<file path="src/rtl/jkiss_pkg.sv">
// Shared constants, opcode codes and control types of the JKISS random generator.
package jkiss_pkg;

	typedef enum logic {
		OP_DRAW = 1'b0,
		OP_SEED = 1'b1
	} op_t;

	// Control from the handshake stage to the generator core.
	typedef struct packed {
		logic fire;
		op_t  op;
	} step_ctrl_t;

	localparam logic [31:0] LCG_RESET   = 32'd433494437;
	localparam logic [31:0] XS_RESET    = 32'd2971215073;
	localparam logic [31:0] MWC_RESET   = 32'd2147483647;
	localparam logic [31:0] CARRY_RESET = 32'd2521008887;
	localparam logic [31:0] LCG_MUL     = 32'd314527869;
	localparam logic [31:0] LCG_ADD     = 32'd1234567;
	localparam logic [31:0] MWC_MUL     = 32'd4294584393;
	localparam logic [31:0] SEED_MUL_C  = 32'd1442968193;

endpackage

</file>
<file path="src/rtl/jkiss_random_generator.sv">
// JKISS random generator top level: input register, generator core and result register.
//
// The block accepts one request per cycle unless in_stall is high: a draw advances
// the generator and returns one 31-bit value, a reseed reloads the state and returns
// nothing. A draw's result passes through the input register and then the result
// register. The rate is set by the state recurrence, a registered update whose longest
// path is the 32x32 multiply-with-carry multiplier followed by the three-word sum. A
// request stalls only while a draw waits behind an undelivered, stalled result;
// reseeds pass a stalled result. No clearing pass follows reset.
module jkiss_random_generator import jkiss_pkg::*; (
	input  logic        clk,
	input  logic        arst_n,
	input  logic        in_valid,
	output logic        in_stall,
	input  logic        opcode,
	input  logic [31:0] seed_value,
	output logic        out_valid,
	input  logic        out_stall,
	output logic [30:0] random_value
);

	logic        valid_s1;
	op_t         op_s1;
	logic [31:0] seed_s1;

	logic        out_valid_q;
	logic [30:0] random_q;

	logic        hold;
	step_ctrl_t  ctrl;
	logic [30:0] draw_value;

	// A draw in the input register waits while the result register is full and stalled.
	assign hold      = valid_s1 && (op_s1 == OP_DRAW) && out_valid_q && out_stall;
	assign in_stall  = hold;
	assign ctrl.fire = valid_s1 && !hold;
	assign ctrl.op   = op_s1;

	always_ff @(posedge clk or negedge arst_n) begin
		if (!arst_n) begin
			valid_s1 <= 1'b0;
		end else if (!hold) begin
			valid_s1 <= in_valid;
		end
	end

	always_ff @(posedge clk) begin
		if (in_valid && !hold) begin
			op_s1   <= op_t'(opcode);
			seed_s1 <= seed_value;
		end
	end

	jkiss_core u_core (
		.clk        (clk),
		.arst_n     (arst_n),
		.ctrl       (ctrl),
		.seed       (seed_s1),
		.draw_value (draw_value)
	);

	always_ff @(posedge clk or negedge arst_n) begin
		if (!arst_n) begin
			out_valid_q <= 1'b0;
		end else if (ctrl.fire && (op_s1 == OP_DRAW)) begin
			out_valid_q <= 1'b1;
		end else if (!out_stall) begin
			out_valid_q <= 1'b0;
		end
	end

	always_ff @(posedge clk) begin
		if (ctrl.fire && (op_s1 == OP_DRAW)) begin
			random_q <= draw_value;
		end
	end

	assign out_valid    = out_valid_q;
	assign random_value = random_q;

endmodule

</file>
<file path="src/rtl/jkiss_core.sv">
// Generator state words with their draw and reseed update logic.
module jkiss_core import jkiss_pkg::*; (
	input  logic        clk,
	input  logic        arst_n,
	input  step_ctrl_t  ctrl,
	input  logic [31:0] seed,
	output logic [30:0] draw_value
);

	logic [31:0] lcg_q;
	logic [31:0] xs_q;
	logic [31:0] mwc_q;
	logic [31:0] carry_q;

	logic [31:0] lcg_next;
	logic [31:0] xs_1;
	logic [31:0] xs_2;
	logic [31:0] xs_next;
	logic [63:0] mwc_t;
	logic [31:0] sum;

	logic [31:0] seed_n;
	logic [31:0] lcg_seed;
	logic [31:0] xs_seed;
	logic [31:0] mwc_seed;
	logic [31:0] carry_seed;

	always_comb begin
		lcg_next = LCG_MUL * lcg_q + LCG_ADD;

		xs_1    = xs_q ^ (xs_q << 5);
		xs_2    = xs_1 ^ (xs_1 >> 7);
		xs_next = xs_2 ^ (xs_2 << 22);

		mwc_t = {32'd0, MWC_MUL} * {32'd0, mwc_q} + {32'd0, carry_q};

		// The result keeps only the low 31 bits of the sum.
		sum        = lcg_next + xs_next + mwc_t[31:0];
		draw_value = sum[30:0];

		// Multiplies by 257 and 65537 are plain shift-and-add.
		seed_n     = ~seed;
		lcg_seed   = LCG_RESET ^ seed_n;
		xs_seed    = XS_RESET + seed_n + (seed_n << 8);
		mwc_seed   = MWC_RESET ^ (seed + (seed << 16));
		carry_seed = CARRY_RESET + seed * SEED_MUL_C;
	end

	always_ff @(posedge clk or negedge arst_n) begin
		if (!arst_n) begin
			lcg_q   <= LCG_RESET;
			xs_q    <= XS_RESET;
			mwc_q   <= MWC_RESET;
			carry_q <= CARRY_RESET;
		end else if (ctrl.fire) begin
			unique case (ctrl.op)
				OP_DRAW: begin
					lcg_q   <= lcg_next;
					xs_q    <= xs_next;
					mwc_q   <= mwc_t[31:0];
					carry_q <= mwc_t[63:32];
				end
				OP_SEED: begin
					if (seed == 32'd0) begin
						lcg_q   <= LCG_RESET;
						xs_q    <= XS_RESET;
						mwc_q   <= MWC_RESET;
						carry_q <= CARRY_RESET;
					end else begin
						lcg_q   <= lcg_seed;
						xs_q    <= xs_seed;
						mwc_q   <= mwc_seed;
						carry_q <= carry_seed;
					end
				end
				default: begin
					lcg_q <= lcg_q;
				end
			endcase
		end
	end

endmodule

</file>
<file path="config.mk">
export PLATFORM = sky130hd
export DESIGN_NAME = jkiss_random_generator
export DESIGN_NICKNAME = d
export VERILOG_FILES = /design/src/rtl/jkiss_pkg.sv /design/src/rtl/jkiss_random_generator.sv /design/src/rtl/jkiss_core.sv
export SDC_FILE = /design/constraint.sdc
export NUM_CORES = 2
export LEC_CHECK = 0
export BUFFER_PORTS_ARGS = -buffer_cell sky130_fd_sc_hd__buf_4
export CORE_MARGIN = 5
export CORE_UTILIZATION = 45
export CTS_BUF_LIST = sky130_fd_sc_hd__clkbuf_8
export CTS_CLUSTER_DIAMETER = 100
export DETAILED_ROUTE_END_ITERATION = 6
export SETUP_SLACK_MARGIN = 0.02
export SLEW_MARGIN = 20
export SYNTH_ARGS = -nofsm -noshare
export SYNTH_HDL_FRONTEND = slang
export SYNTH_SLANG_ARGS = --single-unit
</file>
<file path="constraint.sdc">
create_clock -name clk -period 12.1 [get_ports clk]
set_input_delay 2.42 -clock clk [delete_from_list [all_inputs] [get_ports clk]]
set_output_delay 2.42 -clock clk [all_outputs]
set_load 0.01 [all_outputs]
</file>
### Word-level counts from Yosys, hierarchy flattened

Cells that the tools add are included.

* reduce and logical (&&, ||, !) cells: 8
* $add $sub $neg: 8
* eq/ne operators: 1
* multipliers: 3
* bitwise operators: 7
* multiplexer cells: 10

Operators by type and width (count)
* one-hot mux 32 bit (2 select lines): 4
* 2-to-1 mux 32 bit: 4
* adder 32 bit: 2
* adder 32 bit, first input constant: 2
* adder 64 x 32 -> 64 bit: 1
* multiplier 32 x 32 -> 64 bit, first input constant: 1
* XOR 32 bit: 2
* adder 31 bit: 2
* adder 32 x 21 -> 32 bit, second input constant: 1
* zero test 32 bit: 1
* multiplier 29 x 32 -> 32 bit, first input constant: 1
* multiplier 32 x 31 -> 32 bit, second input constant: 1
* NOT 32 bit: 1
* XOR 32 x 25 -> 32 bit: 1
* NOT 31 bit: 1
* NOT 16 bit: 1
* logical AND 1 bit: 6
* 2-to-1 mux 1 bit: 2
* != test 2 x 1 -> 1 bit, second input constant: 1
* zero test 1 bit: 1
* NOT 1 bit: 1

* register bits: 194
* input bits: 37
* word-level logic and storage cells: 46

### Longest topological paths before layout

* depth after elaboration: 8
* gate-level depth with buffers: 37
* depth with buffers taken out: 37

### Hierarchy

Synthesis repeated with hierarchy kept, for this count alone.

* cells, all modules: 4576
* area total of the unflattened synthesis: 45463.6 um^2

By module, submodules not included
* jkiss_core: area an instance 43440.4 um^2, seq. area each 3274.4 um^2, instances 1, cells an instance 4501
* jkiss_random_generator: area an instance 2023.2 um^2, seq. area each 1971.9 um^2, instances 1, cells an instance 75

### Worst setup path before layout

OpenSTA, ideal clock, no wires.

* path type: reg-to-reg
* from: register u_core.lcg_q[4]
* to: register random_q[30], in the netlist random_value[30] (data pin)
* setup slack: 3446 ps
* required time: 11838 ps
* period minus slack after synthesis: 8654 ps
* library setup time: 262 ps
* data arrival time: 8392 ps
* stages on the path, launching flop included: 36
* path through: dfrtp_1 -> fa_1 -> fa_1 -> ha_1 -> inv_1 -> fa_1 -> inv_1 -> ha_1 -> inv_1 -> fa_1 -> inv_1 -> fa_1 -> fa_1 -> ha_1 -> a21oi_1 -> o21ai_0 -> a21oi_1 -> a21oi_1 -> a21o_1 -> a21oi_1 -> o21ai_0 -> a31oi_1 -> xor2_1 -> fa_1 -> inv_1 -> ha_1 -> nand3_1 -> nor2b_1 -> a21oi_1 -> o211a_1 -> o41ai_1 -> a41o_1 -> nor4_1 -> nor2_1 -> xnor2_1 -> xnor2_1

* longest elaborated chain between the ends: 4

RTL lines
* from (decl): RTL line jkiss_core.sv:10 `logic [31:0] lcg_q;`
* from (signal assigned): RTL line jkiss_core.sv:58 `lcg_q <= lcg_next;`
* from (signal assigned): RTL line jkiss_core.sv:70 `lcg_q <= lcg_seed;`
* from (signal assigned): RTL line jkiss_core.sv:77 `lcg_q <= lcg_q;`
* multiplier 29 x 32 -> 32 bit: RTL line jkiss_core.sv:29 `lcg_next = LCG_MUL * lcg_q + LCG_ADD;`
* adder 32 x 21 -> 32 bit: RTL line jkiss_core.sv:29
* adder 31 bit (2 in series): RTL line jkiss_core.sv:38 `sum = lcg_next + xs_next + mwc_t[31:0];`
* via draw_value[30]: RTL line jkiss_random_generator.sv:31 `logic [30:0] draw_value;`
* to (signal assigned): RTL line jkiss_random_generator.sv:74 `random_q <= draw_value;`
* to (decl): RTL line jkiss_random_generator.sv:27 `logic [30:0] random_q;`

The timed path passes the listed nets, and every way through them passes these cells.
A chain may end at the register's enable or synchronous reset.

### Worst setup path after layout

Ends and elaborated chain as after synthesis.

==> summary.md <==
| Metric | Value |
|---|---|
| Slew headroom | 0.233 |
| CTS buffer count | 17 |
| Minimum clock period | 9720 ps |
| Row count | 115 |
| H-tree depth | 4 |
| Critical path class | flop to flop |
| TritonRoute pass-1 iters | 6 |
| Slew Viols, Final | 0 |
| Mapped cell area | 44,800 um2 |
| Combined area of the multi-input logic cells | 35,000 um2 |
| Setup Skew | 23.2 ps |
| GRT Overall Usage | 0.252 |
| Syn Area/Cell | 9.93 um2 |
| Top delay family on crit path | adder cells |
| Sequential fraction of the synthesis area | 0.117 |
| Yosys warns | 0 |
| Critical path startpoint category | flop |
| CP most frequent cell | fa_1 |
| Vias/cell | 5.45 |
| I/O pin count | 70 |
| Clock buffer depth | 2 |
| Endpoints failing hold | 0 |
| Max cap viols | 0 |
| Die Footprint | 106,000 um2 |
| RSZ-0062 raised after global routing | no |
| Root Driver | clkbuf_8 |
| # setup viols final | 0 |
| Die width | 325 um |
| PortBufs | slightly below 70 |
| Final Cycle Share | 0.803 |
| EDFF count, synth | 64 |
| Post-DRT Antenna Nets | 0 |
| Post-CTS resize count | 0 |
| F_max | 103 MHz |
| Critical Path Sink Type | flop |
| CTS tree | done |
| Via count | 32,000 |
| Ys async rst share | 0.668 |
| Final Util | 0.480 |
| Top_reg_cell synth | dfstp_2 |
| Largest net degree at the start of global routing | 88 |
| Core Region | 98,600 um2 |
| Vias in the first global route | 33,200 |
| Largest area contributor in the netlist | fa_1 |
| Die height | 325 um |
| Initial DRC Count | 2,402 |
| Req. time, crit path | 12,440 ps |
| Synth top area cells | fa_1 (32%), ha_1 (24%), inv_1 (9.7%), dfstp_2 (4.5%), edfxtp_1 (4.3%) |
| Initial antenna violation count | 7 |
| Number of buffers added for setup after CTS | 0 |
| CTS sink cnt | approximately 190 |
| Outcome | finished clean |
| Hold-fix buffers, CTS | 0 |
| Clock latency at the later pin of the worst-skew pair | 590 ps |
| Seq cells post-synth | 193 |
| Reg area | 5250 um2 |
| Commonest non-fill, non-tap cell in the layout | inv_1 |
| Syn-to-layout area delta | 5.64% |
| Critical Path Max Stage Delay | between 700 and 800 ps |
| Buf/Inv on CP | 5 |
| First-pass GRT wire length | 202,000 um |
| Worst hold path class | flop to flop |
| Commonest non-fill, non-tap cells in the layout | inv_1 (1,159), ha_1 (873), fa_1 (723) |
| Final #Nets | 6,196 |
| Worst-margin pin slew | 1150 ps |
| Clk pin slew, worst setup/hold paths | 120 ps |
| Layout cells sized above 1 | 0.0505 |
| Setup TNS | 0 ps |
| Yosys top cell area share | 0.323 |
| Routed length per placed instance | 22.4 um |
| Total gr overflow | 0 |
| RD Place Congestion | 0.961 |
| CP Max Fanout | 13 |
| Distinct cells, synth | 81 |
| Detailed Place HPWL | 112,000 um |
| Crit-path slowest cell | dfrtp_1 |
| Worst endpoint data arrival time | 10,060 ps |
| Initial Utilization | 0.454 |
| Cells after Synth | 4,513 |
| Post-synth net total | 6,146 |
| FILL cells | between 9,000 and 10,000 |
| DRC | 0 |
| Final WL | 131,000 um |
[cell usage after synthesis (all sizes together) (21+ instances only)]
library cell and instances:
a21o 85, a21oi 188, a221oi 21, a31oi 37, clkbuf 54, dfrtp 52, dfstp 77, edfxtp 64
fa 723, ha 873, inv 1157, nand2 174, nand2b 22, nand3 37, nor2 119, nor2b 23
nor3 37, o21a 29, o21ai 155, o22ai 23, xnor2 204, xor2 96
[sequential cells by signal, summed over array words and instances, names as in the netlist, 31 cells and up]
signal and count:
random_value 31, u_core.xs_q 32, u_core.lcg_q 31, seed_s1 32
u_core.mwc_q 32, u_core.carry_q 32
[area by class of cell]
type,instances,share of cell area
Inverter,1158,0.0919
Sequential cell,193,0.111
Clock inverter,13,0.00341
Timing Repair Buffer,94,0.0150
Multi-Input combinational cell,3099,0.739
Antenna cell,3,0.000159
Clock buffer,19,0.00553
Tap cell,1287,0.0340
[per-stage QoR]
stage	hold slack, ps	worst slack, ps	cell area, um2	instances
detailed placement	457	2490	46900	5831
floorplan	437	3450	44800	4513
global route	486	1880	47300	5864
finish	476	2380	47300	5866
CTS	475	2440	47300	5863
global placement	458	2570	46900	5831
[worst min-delay path: cells and delay by family (launching register included)]
family,cells,cell delay [ps]
flip-flops,1,390
AND/OR/NAND/NOR,2,90
[cells by family after synthesis]
logic type / Yosys count / synth area share
AOI/OAI and AO/OA: 691 / 0.100
xor gates and xnor gates: 300 / 0.0587
adders and majority gates: 1596 / 0.567
buffers and inverters: 1221 / 0.102
DFF: 193 / 0.117
muxes: 7 / 0.00168
and+or+nand+nor: 505 / 0.0531
[final timing paths]
| kind | startpoint | endpoint | slack (ps) | cells after the start |
|---|---|---|---|---|
| worst min-delay path | u_core.xs_q[28] | u_core.xs_q[28] | 480 | 2 |
| max in group asynchronous | arst_n | u_core.carry_q[26] | 8650 | 3 |
| worst min register to register | u_core.xs_q[28] | u_core.xs_q[28] | 480 | 2 |
| min in group asynchronous | arst_n | valid_s1 | 1740 | 1 |
| worst max register to register | u_core.lcg_q[4] | random_value[30] | 2380 | 35 |
| worst max-delay path | u_core.lcg_q[4] | random_value[30] | 2380 | 35 |
[per-layer routing]
layer / GRT usage / part of all wire / vias to the layer above / wire (um)
met3: 0.0496 / 0.084 / 139 / 11100
met2: 0.401 / 0.45 / 1069 / 59400
met4: 0.0440 / 0.018 / 4 / 2390
met5: 0 / 0.00021 / - / 27
met1: 0.365 / 0.45 / 16200 / 58600
li1: - / - / 14600 / -
Power is left out: the tool's default activity adds up to more than one toggle a clock period on the data nets, which glitch-free logic cannot reach.
